`src/rtl/rmbp_pkg.sv`:
```
// ----------------------------------------------------------------------------
// rmbp_pkg
// Shared types and constants for the RESP multibulk request parser.
// ----------------------------------------------------------------------------
`default_nettype none

package rmbp_pkg;

  localparam int LENGTH_BITS  = 30;
  localparam int BULK_W       = 30;
  localparam int COUNT_W      = 16;
  localparam int LINE_W       = 8;
  localparam int CFG_W        = 30;
  localparam int CFG_IDX_W    = 2;
  localparam int ACC_W        = 32;
  localparam int ARGS_W       = 17;

  localparam logic [ACC_W-1:0] LEN_MASK =
    ACC_W'((64'd1 << LENGTH_BITS) - 64'd1);

  localparam logic [7:0] CH_STAR   = 8'h2A;
  localparam logic [7:0] CH_DOLLAR = 8'h24;
  localparam logic [7:0] CH_LF     = 8'h0A;
  localparam logic [7:0] CH_PLUS   = 8'h2B;
  localparam logic [7:0] CH_MINUS  = 8'h2D;
  localparam logic [7:0] CH_ZERO   = 8'h30;
  localparam logic [7:0] CH_NINE   = 8'h39;

  localparam logic [LENGTH_BITS-1:0] TRAILER_LEN = LENGTH_BITS'(2);

  localparam logic [CFG_IDX_W-1:0] CFG_MAX_ARG_COUNT   = 2'd0;
  localparam logic [CFG_IDX_W-1:0] CFG_MAX_BULK_LENGTH = 2'd1;
  localparam logic [CFG_IDX_W-1:0] CFG_MAX_LINE_LENGTH = 2'd2;

  typedef enum logic [2:0] {
    KIND_DATA      = 3'd0,
    KIND_ARG_END   = 3'd1,
    KIND_EMPTY     = 3'd2,
    KIND_PARSE_ERR = 3'd3,
    KIND_TOO_LARGE = 3'd4,
    KIND_INLINE    = 3'd5
  } kind_t;

  typedef enum logic [5:0] {
    PH_IDLE    = 6'b000001,
    PH_COUNT   = 6'b000010,
    PH_LEN     = 6'b000100,
    PH_PAYLOAD = 6'b001000,
    PH_TRAILER = 6'b010000,
    PH_WAIT    = 6'b100000
  } phase_t;

  typedef struct packed {
    logic [COUNT_W-1:0] max_arg_count;
    logic [BULK_W-1:0]  max_bulk_length;
    logic [LINE_W-1:0]  max_line_length;
  } cfg_t;

  typedef struct packed {
    kind_t                  kind;
    logic [7:0]             payload_byte;
    logic [COUNT_W-1:0]     arg_index;
    logic [LENGTH_BITS-1:0] arg_length;
    logic                   last_of_command;
  } result_t;

endpackage

`default_nettype wire

```
`src/rtl/rmbp_parser.sv`:
```
// ----------------------------------------------------------------------------
// rmbp_parser
// Parse state and one-byte step: count/length lines, payload and trailer.
// ----------------------------------------------------------------------------
`default_nettype none

module rmbp_parser (
  input  wire logic             clk,
  input  wire logic             rst_n,
  input  wire logic             step_en,
  input  wire logic [7:0]       step_byte,
  input  wire rmbp_pkg::cfg_t   cfg,
  output logic                  res_valid,
  output rmbp_pkg::result_t     res
);
  import rmbp_pkg::*;

  phase_t                 phase_r, phase_nxt;
  logic [ARGS_W-1:0]      args_rem_r, args_rem_nxt;
  logic [COUNT_W-1:0]     arg_cnt_r, arg_cnt_nxt;
  logic [LENGTH_BITS-1:0] bytes_rem_r, bytes_rem_nxt;
  logic [LENGTH_BITS-1:0] cur_len_r, cur_len_nxt;
  logic [ACC_W-1:0]       acc_r, acc_nxt;
  logic                   neg_r, neg_nxt;
  logic                   ended_r, ended_nxt;
  logic                   started_r, started_nxt;
  logic [LINE_W-1:0]      line_cnt_r, line_cnt_nxt;
  logic [7:0]             held_r, held_nxt;
  logic                   held_valid_r, held_valid_nxt;

  // Digit feed of the held byte; independent of the incoming byte.
  // acc * 10 + 9 needs four bits above the accumulator.
  logic [ACC_W+3:0] acc_x10;
  logic [ACC_W-1:0] f_acc;
  logic             f_neg, f_ended, f_started;
  logic             held_digit;

  always_comb begin
    held_digit = (held_r >= CH_ZERO) && (held_r <= CH_NINE);
    acc_x10 = ({4'b0000, acc_r} << 3) + ({4'b0000, acc_r} << 1)
            + {ACC_W'(0), held_r[3:0]};
    f_acc     = acc_r;
    f_neg     = neg_r;
    f_ended   = ended_r;
    f_started = started_r;
    if (!ended_r) begin
      if (held_digit) begin
        f_acc     = (acc_x10[ACC_W+3:ACC_W] != 4'b0000) ? '1 : acc_x10[ACC_W-1:0];
        f_started = 1'b1;
      end else if (!started_r && (held_r == CH_PLUS || held_r == CH_MINUS)) begin
        f_neg     = (held_r == CH_MINUS);
        f_started = 1'b1;
      end else begin
        f_ended = 1'b1;
      end
    end
  end

  logic line_too_long;
  logic acc_too_big;
  logic last_arg;
  logic [LENGTH_BITS-1:0] br_dec;

  always_comb begin
    line_too_long = line_cnt_r >= cfg.max_line_length;
    acc_too_big   = (acc_r > {(ACC_W - BULK_W)'(0), cfg.max_bulk_length}) ||
                    (acc_r > LEN_MASK);
    last_arg      = args_rem_r <= ARGS_W'(1);
    br_dec        = bytes_rem_r - LENGTH_BITS'(1);

    phase_nxt      = phase_r;
    args_rem_nxt   = args_rem_r;
    arg_cnt_nxt    = arg_cnt_r;
    bytes_rem_nxt  = bytes_rem_r;
    cur_len_nxt    = cur_len_r;
    acc_nxt        = acc_r;
    neg_nxt        = neg_r;
    ended_nxt      = ended_r;
    started_nxt    = started_r;
    line_cnt_nxt   = line_cnt_r;
    held_nxt       = held_r;
    held_valid_nxt = held_valid_r;

    res_valid = 1'b0;
    res       = '0;

    // begin-of-line and line-byte updates, applied by the phase logic below
    unique case (phase_r)
      PH_IDLE: begin
        if (step_byte == CH_STAR) begin
          acc_nxt = '0; neg_nxt = 1'b0; ended_nxt = 1'b0; started_nxt = 1'b0;
          held_valid_nxt = 1'b0; held_nxt = '0; line_cnt_nxt = LINE_W'(1);
          phase_nxt = PH_COUNT;
        end else begin
          phase_nxt = PH_WAIT;
          res_valid = 1'b1;
          res.kind  = KIND_INLINE;
        end
      end

      PH_COUNT, PH_LEN: begin
        if (phase_r == PH_LEN && line_cnt_r == '0) begin
          if (step_byte != CH_DOLLAR) begin
            phase_nxt = PH_WAIT;
            res_valid = 1'b1;
            res.kind  = KIND_PARSE_ERR;
          end else begin
            acc_nxt = '0; neg_nxt = 1'b0; ended_nxt = 1'b0; started_nxt = 1'b0;
            held_valid_nxt = 1'b0; held_nxt = '0; line_cnt_nxt = LINE_W'(1);
          end
        end else if (step_byte != CH_LF) begin
          if (line_too_long) begin
            phase_nxt = PH_WAIT;
            res_valid = 1'b1;
            res.kind  = KIND_TOO_LARGE;
          end else begin
            line_cnt_nxt = line_cnt_r + LINE_W'(1);
            if (held_valid_r) begin
              acc_nxt     = f_acc;
              neg_nxt     = f_neg;
              ended_nxt   = f_ended;
              started_nxt = f_started;
            end
            held_nxt       = step_byte;
            held_valid_nxt = 1'b1;
          end
        end else if (phase_r == PH_COUNT) begin
          if (neg_r || acc_r == '0) begin
            phase_nxt = PH_IDLE;
            res_valid = 1'b1;
            res.kind  = KIND_EMPTY;
          end else if (acc_r > {(ACC_W - COUNT_W)'(0), cfg.max_arg_count}) begin
            phase_nxt = PH_WAIT;
            res_valid = 1'b1;
            res.kind  = KIND_TOO_LARGE;
          end else begin
            args_rem_nxt = acc_r[ARGS_W-1:0];
            arg_cnt_nxt  = '0;
            line_cnt_nxt = '0;
            phase_nxt    = PH_LEN;
          end
        end else begin
          // end of a length line; "-0" is a valid zero length
          if (neg_r && acc_r != '0) begin
            phase_nxt = PH_WAIT;
            res_valid = 1'b1;
            res.kind  = KIND_PARSE_ERR;
          end else if (acc_too_big) begin
            phase_nxt = PH_WAIT;
            res_valid = 1'b1;
            res.kind  = KIND_TOO_LARGE;
          end else begin
            cur_len_nxt = acc_r[LENGTH_BITS-1:0];
            if (acc_r[LENGTH_BITS-1:0] != '0) begin
              bytes_rem_nxt = acc_r[LENGTH_BITS-1:0];
              phase_nxt     = PH_PAYLOAD;
            end else begin
              bytes_rem_nxt = TRAILER_LEN;
              phase_nxt     = PH_TRAILER;
            end
          end
        end
      end

      PH_PAYLOAD: begin
        res_valid        = 1'b1;
        res.kind         = KIND_DATA;
        res.payload_byte = step_byte;
        res.arg_index    = arg_cnt_r;
        res.arg_length   = cur_len_r;
        if (br_dec == '0) begin
          bytes_rem_nxt = TRAILER_LEN;
          phase_nxt     = PH_TRAILER;
        end else begin
          bytes_rem_nxt = br_dec;
        end
      end

      PH_TRAILER: begin
        bytes_rem_nxt = br_dec;
        if (br_dec == '0) begin
          res_valid           = 1'b1;
          res.kind            = KIND_ARG_END;
          res.arg_index       = arg_cnt_r;
          res.arg_length      = cur_len_r;
          res.last_of_command = last_arg;
          args_rem_nxt        = args_rem_r - ARGS_W'(1);
          arg_cnt_nxt         = arg_cnt_r + COUNT_W'(1);
          if (last_arg) begin
            phase_nxt = PH_IDLE;
          end else begin
            line_cnt_nxt = '0;
            phase_nxt    = PH_LEN;
          end
        end
      end

      default: begin
        // waiting phase, and any corrupt phase code
        phase_nxt = PH_WAIT;
        if (step_byte == CH_STAR) begin
          acc_nxt = '0; neg_nxt = 1'b0; ended_nxt = 1'b0; started_nxt = 1'b0;
          held_valid_nxt = 1'b0; held_nxt = '0; line_cnt_nxt = LINE_W'(1);
          phase_nxt = PH_COUNT;
        end
      end
    endcase
  end

  always_ff @(posedge clk) begin
    if (!rst_n) begin
      phase_r      <= PH_IDLE;
      args_rem_r   <= '0;
      arg_cnt_r    <= '0;
      bytes_rem_r  <= '0;
      cur_len_r    <= '0;
      acc_r        <= '0;
      neg_r        <= 1'b0;
      ended_r      <= 1'b0;
      started_r    <= 1'b0;
      line_cnt_r   <= '0;
      held_r       <= '0;
      held_valid_r <= 1'b0;
    end else if (step_en) begin
      phase_r      <= phase_nxt;
      args_rem_r   <= args_rem_nxt;
      arg_cnt_r    <= arg_cnt_nxt;
      bytes_rem_r  <= bytes_rem_nxt;
      cur_len_r    <= cur_len_nxt;
      acc_r        <= acc_nxt;
      neg_r        <= neg_nxt;
      ended_r      <= ended_nxt;
      started_r    <= started_nxt;
      line_cnt_r   <= line_cnt_nxt;
      held_r       <= held_nxt;
      held_valid_r <= held_valid_nxt;
    end
  end

endmodule

`default_nettype wire

```
`src/rtl/resp_multibulk_request_parser_core.sv`:
```
// ----------------------------------------------------------------------------
// resp_multibulk_request_parser_core
// RESP multibulk request parser: byte stream in, payload/event results out.
// ----------------------------------------------------------------------------
//   channel | direction | handshake              | payload
//   in_     | input     | in_valid / in_ready    | in_data_byte
//   out_    | output    | out_valid / out_ready  | kind, payload_byte, arg_index,
//           |           |                        | arg_length, last_of_command
//   cfg_    | input     | cfg_we (no wait)       | cfg_index, cfg_data
//
// One byte per cycle sustained while the output is not stalled: a byte is
// registered in the input stage, parsed when the output register can take a
// result, and its result (if any) lands in the output register.
// The parse step only advances while the output register is empty or being
// drained, so a stalled output backs up into in_ready after one byte.
// Synchronous active-low reset; no clearing pass.
// ----------------------------------------------------------------------------
`default_nettype none

module resp_multibulk_request_parser_core (
  input  wire logic                               clk,
  input  wire logic                               rst_n,
  input  wire logic                               in_valid,
  output logic                                    in_ready,
  input  wire logic [7:0]                         in_data_byte,
  output logic                                    out_valid,
  input  wire logic                               out_ready,
  output logic [2:0]                              out_kind,
  output logic [7:0]                              out_payload_byte,
  output logic [rmbp_pkg::COUNT_W-1:0]            out_arg_index,
  output logic [rmbp_pkg::LENGTH_BITS-1:0]        out_arg_length,
  output logic                                    out_last_of_command,
  input  wire logic                               cfg_we,
  input  wire logic [rmbp_pkg::CFG_IDX_W-1:0]     cfg_index,
  input  wire logic [rmbp_pkg::CFG_W-1:0]         cfg_data
);
  import rmbp_pkg::*;

  cfg_t       cfg_r;
  logic       in_valid_r;
  logic [7:0] in_byte_r;
  logic       out_valid_r;
  result_t    out_r;
  logic       step_en;
  logic       res_valid;
  result_t    res;

  assign step_en  = in_valid_r && (!out_valid_r || out_ready);
  assign in_ready = !in_valid_r || step_en;

  always_ff @(posedge clk) begin
    if (!rst_n) begin
      cfg_r.max_arg_count   <= COUNT_W'(1024);
      cfg_r.max_bulk_length <= BULK_W'(65534);
      cfg_r.max_line_length <= LINE_W'(32);
    end else if (cfg_we) begin
      unique case (cfg_index)
        CFG_MAX_ARG_COUNT:   cfg_r.max_arg_count   <= cfg_data[COUNT_W-1:0];
        CFG_MAX_BULK_LENGTH: cfg_r.max_bulk_length <= cfg_data[BULK_W-1:0];
        CFG_MAX_LINE_LENGTH: cfg_r.max_line_length <= cfg_data[LINE_W-1:0];
        default: ;
      endcase
    end
  end

  // input stage
  always_ff @(posedge clk) begin
    if (!rst_n) begin
      in_valid_r <= 1'b0;
    end else if (in_valid && in_ready) begin
      in_valid_r <= 1'b1;
    end else if (step_en) begin
      in_valid_r <= 1'b0;
    end
  end

  always_ff @(posedge clk) begin
    if (in_valid && in_ready) begin
      in_byte_r <= in_data_byte;
    end
  end

  rmbp_parser u_parser (
    .clk       (clk),
    .rst_n     (rst_n),
    .step_en   (step_en),
    .step_byte (in_byte_r),
    .cfg       (cfg_r),
    .res_valid (res_valid),
    .res       (res)
  );

  // result stage
  always_ff @(posedge clk) begin
    if (!rst_n) begin
      out_valid_r <= 1'b0;
    end else if (step_en) begin
      out_valid_r <= res_valid;
    end else if (out_ready) begin
      out_valid_r <= 1'b0;
    end
  end

  always_ff @(posedge clk) begin
    if (step_en && res_valid) begin
      out_r <= res;
    end
  end

  assign out_valid           = out_valid_r;
  assign out_kind            = out_r.kind;
  assign out_payload_byte    = out_r.payload_byte;
  assign out_arg_index       = out_r.arg_index;
  assign out_arg_length      = out_r.arg_length;
  assign out_last_of_command = out_r.last_of_command;

endmodule

`default_nettype wire

```
`config.mk`:
```
export PLATFORM = sky130hd
export DESIGN_NAME = resp_multibulk_request_parser_core
export DESIGN_NICKNAME = d
export VERILOG_FILES = /design/src/rtl/rmbp_pkg.sv /design/src/rtl/rmbp_parser.sv /design/src/rtl/resp_multibulk_request_parser_core.sv
export SDC_FILE = /design/constraint.sdc
export NUM_CORES = 1
export LEC_CHECK = 0
export BUFFER_PORTS_ARGS = -buffer_cell sky130_fd_sc_hd__buf_4
export CORE_MARGIN = 5
export CORE_UTILIZATION = 45
export CTS_CLUSTER_SIZE = 40
export DETAILED_ROUTE_END_ITERATION = 8
export PLACE_DENSITY = 0.63
export RECOVER_POWER = 50
export SLEW_MARGIN = 10
export SYNTH_ARGS = -nofsm -noshare
export SYNTH_HDL_FRONTEND = slang
export SYNTH_SLANG_ARGS = --single-unit
```
`constraint.sdc`:
```
create_clock -name clk -period 7.89 [get_ports clk]
set_clock_uncertainty 0.1 [all_clocks]
set_input_delay 0.3945 -clock clk [delete_from_list [all_inputs] [get_ports clk]]
set_output_delay 0.3945 -clock clk [all_outputs]
set_load 0.05 [all_outputs]
```
==> impl_results.md <==
- Status: complete, but fails checks
- Failing checks: capacitance limit, slew limit
- Synth top area share: 0.257
- Crit. End Element: register
- Filler cells: 3418
- Largest area contributor in the netlist: dfxtp_1
- Total congestion overflow: 0
- Max-cap violation count: 6
- Synth Flop Type: dfxtp_1
- Standard-cell row count: 69
- Setup crit start: u_parser.bytes_rem_r[6]
- Leakage: 0.00749 uW
- Most frequent cell after synthesis: nand2_1
- Vias: 14500
- Largest net degree at the start of global routing: 95
- Worst-path maximum fanout: 43
- Initial Util: 0.455
- Fin. max-slew vios: 189
- CTS tree: yes
- CP arrival: 6.47 ns
- Final Instance Count excl. Fillers: 2475
- Synth area leaders: dfxtp_1 26%, edfxtp_1 12%, ha_1 9.6%
- Layout cells sized above 1: 0.0705
- Async SR Flop Fraction: 0
- Initial antenna violation count: 1
- Final hold violation count: 0
- Number of global-route vias before repair: 14000
- Crit path required time: 8.23 ns
- 1st-iter DRT viols: 1065
- Antenna Violating Nets Remaining: 0
- Register area share after synthesis: 0.380
- WL/cell: 19.5 um
- Num Clock Sinks: 273
- Tmin final: 6.13 ns
- Yosys reg bits: 273
- # diodes: 0
- First-pass DRT Iterations: 6
- RSZ-0062 raised after global routing: no
- Hold Crit Class: in -> reg
- Post-detail-place hpwl: 34.0 mm
- Die area: 39700 um2
- Yosys cell types: 92
- Reg area: 6130 um2
- Fin Setup TNS: 0 ns
- Worst-path clk slew: 0.06 ns
- First-pass GRT wire length: 76.6 mm
- Rel. slew slack: -2.00
- PwrDens: 168 nW/um2
- Worst Hold Launch: out_ready
- Crit Path Class: reg -> reg
- Placer congestion estimate: 0.911
- Synth warn: 0
- Worst slew pin tran: 4.50 ns
- Tcrit/Tclk final: 0.777
- Setup violations, final: 0
- Port Buffer Count: 104
- Die X: 199 um
- CTS resizes: 0
- WL final: 48.3 mm
- Post-Syn Instances: 1892
- Max frequency: 0.163 GHz
- Max Root-Sink Buffers: 3
- NumNets Final: 2160
- Clock latency at the later pin of the worst-skew pair: 0.58 ns
- Multi-input logic area: 9290 um2
- Placed Cells incl. Taps: 2378
- Synth Cell Area: 16100 um2
- Maximum VDD drop: 0.135 mV
- Syn nets: 2063
- CORE AREA: 35500 um2
- Via density: 5.88
- H-tree depth: 1
- EDFF count, synth: 66
- Post-CTS setup buffer count: 0
- Die Ht: 199 um
- Root Buffer Master: clkbuf_16
- Syn avg cell area: 8.53 um2
- DR DRC count: 0
- Top cells by count, synth: 239 x nand2_1, 207 x dfxtp_1, 157 x nor2_1, 149 x a21oi_1, 124 x ha_1
- IO Count: 105
- Area Growth Syn to Fin: 13.8%
- Total GRT Usage: 0.238
- Crit start category: register
- Reg2reg start: u_parser.bytes_rem_r[6]
- CTS buffer count: 31
-- critical path, cell delays in order (launching register included) --
cell and delay [ns]:
dfxtp_1 0.35, or3_1 0.50, nor4_1 1.55, o21ai_0 0.30
o32ai_1 0.46, nand4_1 0.14, or3b_1 0.50, o21ai_0 0.39
clkbuf_1 1.40, and2_1 0.29
-- worst paths after layout --
check                                    endpoint  slack, ns  cells after the start
worst max register to register  out_arg_length[2]       1.76                      9
worst max-delay path            out_arg_length[2]       1.76                      9
worst min register to register          cfg_r[31]       0.35                      2
worst min-delay path                    out_valid       0.07                      4
-- cell type report --
| type | count | area share |
|---|---|---|
| Clock inverter | 21 | 0.0106 |
| Inverter | 84 | 0.0172 |
| Timing Repair Buffer | 157 | 0.0562 |
| Tap cell | 461 | 0.0314 |
| Multi-Input combinational cell | 1442 | 0.506 |
| Clock buffer | 37 | 0.0446 |
| Sequential cell | 273 | 0.334 |
-- state kept, by name, summed over array words and instances, names as in the netlist, 16 cells and up --
name,count
cfg_r,54
u_parser.acc_r,32
out_arg_length,30
u_parser.bytes_rem_r,30
u_parser.cur_len_r,30
u_parser.args_rem_r,17
out_arg_index,16
u_parser.arg_cnt_r,16
-- logic make-up (layout without fill, tap and decap cells) --
kind of cell    after synthesis  after routing  synth area share
simple gates                737            737             0.227
compound gates              501            501             0.205
flops                       273            273             0.380
buf+inv                     177            299            0.0443
fa+ha+maj                   126            126            0.0986
mux                          44             44            0.0273
xor+xnor                     34             34            0.0185
-- power by group --
group          switching (uW)  internal [uW]  total (uW)  leakage [uW]
Combinational             125           69.2         194       0.00463
Sequential               12.5           1450        1460       0.00237
Clock                     597            836        1430      0.000494
Total                     734           2360        3090       0.00749
-- through the flow --
stage | hold WS [ns] | util | area [um2] | total power, uW | worst slack (ns)
6_report | 0.0734 | 0.517 | 18400 | 3090 | 1.76
3_3_place_gp | 0.343 | 0.486 | 17200 | 1670 | 2.86
3_5_place_dp | 0.348 | 0.486 | 17200 | 1680 | 2.65
5_1_grt | 0.117 | 0.517 | 18400 | 3200 | 1.52
2_1_floorplan | 0.335 | - | 16100 | 1610 | 0.244
4_1_cts | 0.0424 | 0.526 | 18600 | 3120 | 2.62
-- metal layers --
metal	global-route usage	share of wire
met1	0.326	0.45
met2	0.387	0.46
met3	0.0352	0.058
met4	0.0787	0.031
met5	0	0.00033
-- timing repair --
item,CTS,global route
hold buffers,39,0
endpoints found under the setup margin,0,0
endpoints found under the hold margin,62,0
-- cell usage in the layout (no fill, tap or decap), types with 24 or more instances in the layout --
master / synthesis / final
nand2_1: 239 / 239
clkbuf_16: 0 / 31
dfxtp_1: 207 / 207
and2_1: 65 / 41
nor3_1: 64 / 64
ha_1: 124 / 124
mux2i_1: 44 / 44
inv_1: 83 / 83
xnor2_1: 24 / 24
o21ai_0: 110 / 112
nand3_1: 36 / 36
dlygate4sd3_1: 0 / 39
a21o_1: 25 / 25
buf_4: 5 / 45
edfxtp_1: 66 / 66
a21oi_1: 149 / 147
and2_0: 1 / 25
clkbuf_1: 69 / 69
o211ai_1: 43 / 43
nor2_1: 157 / 157
No activity file was read; power rests on OpenSTA's default activity.
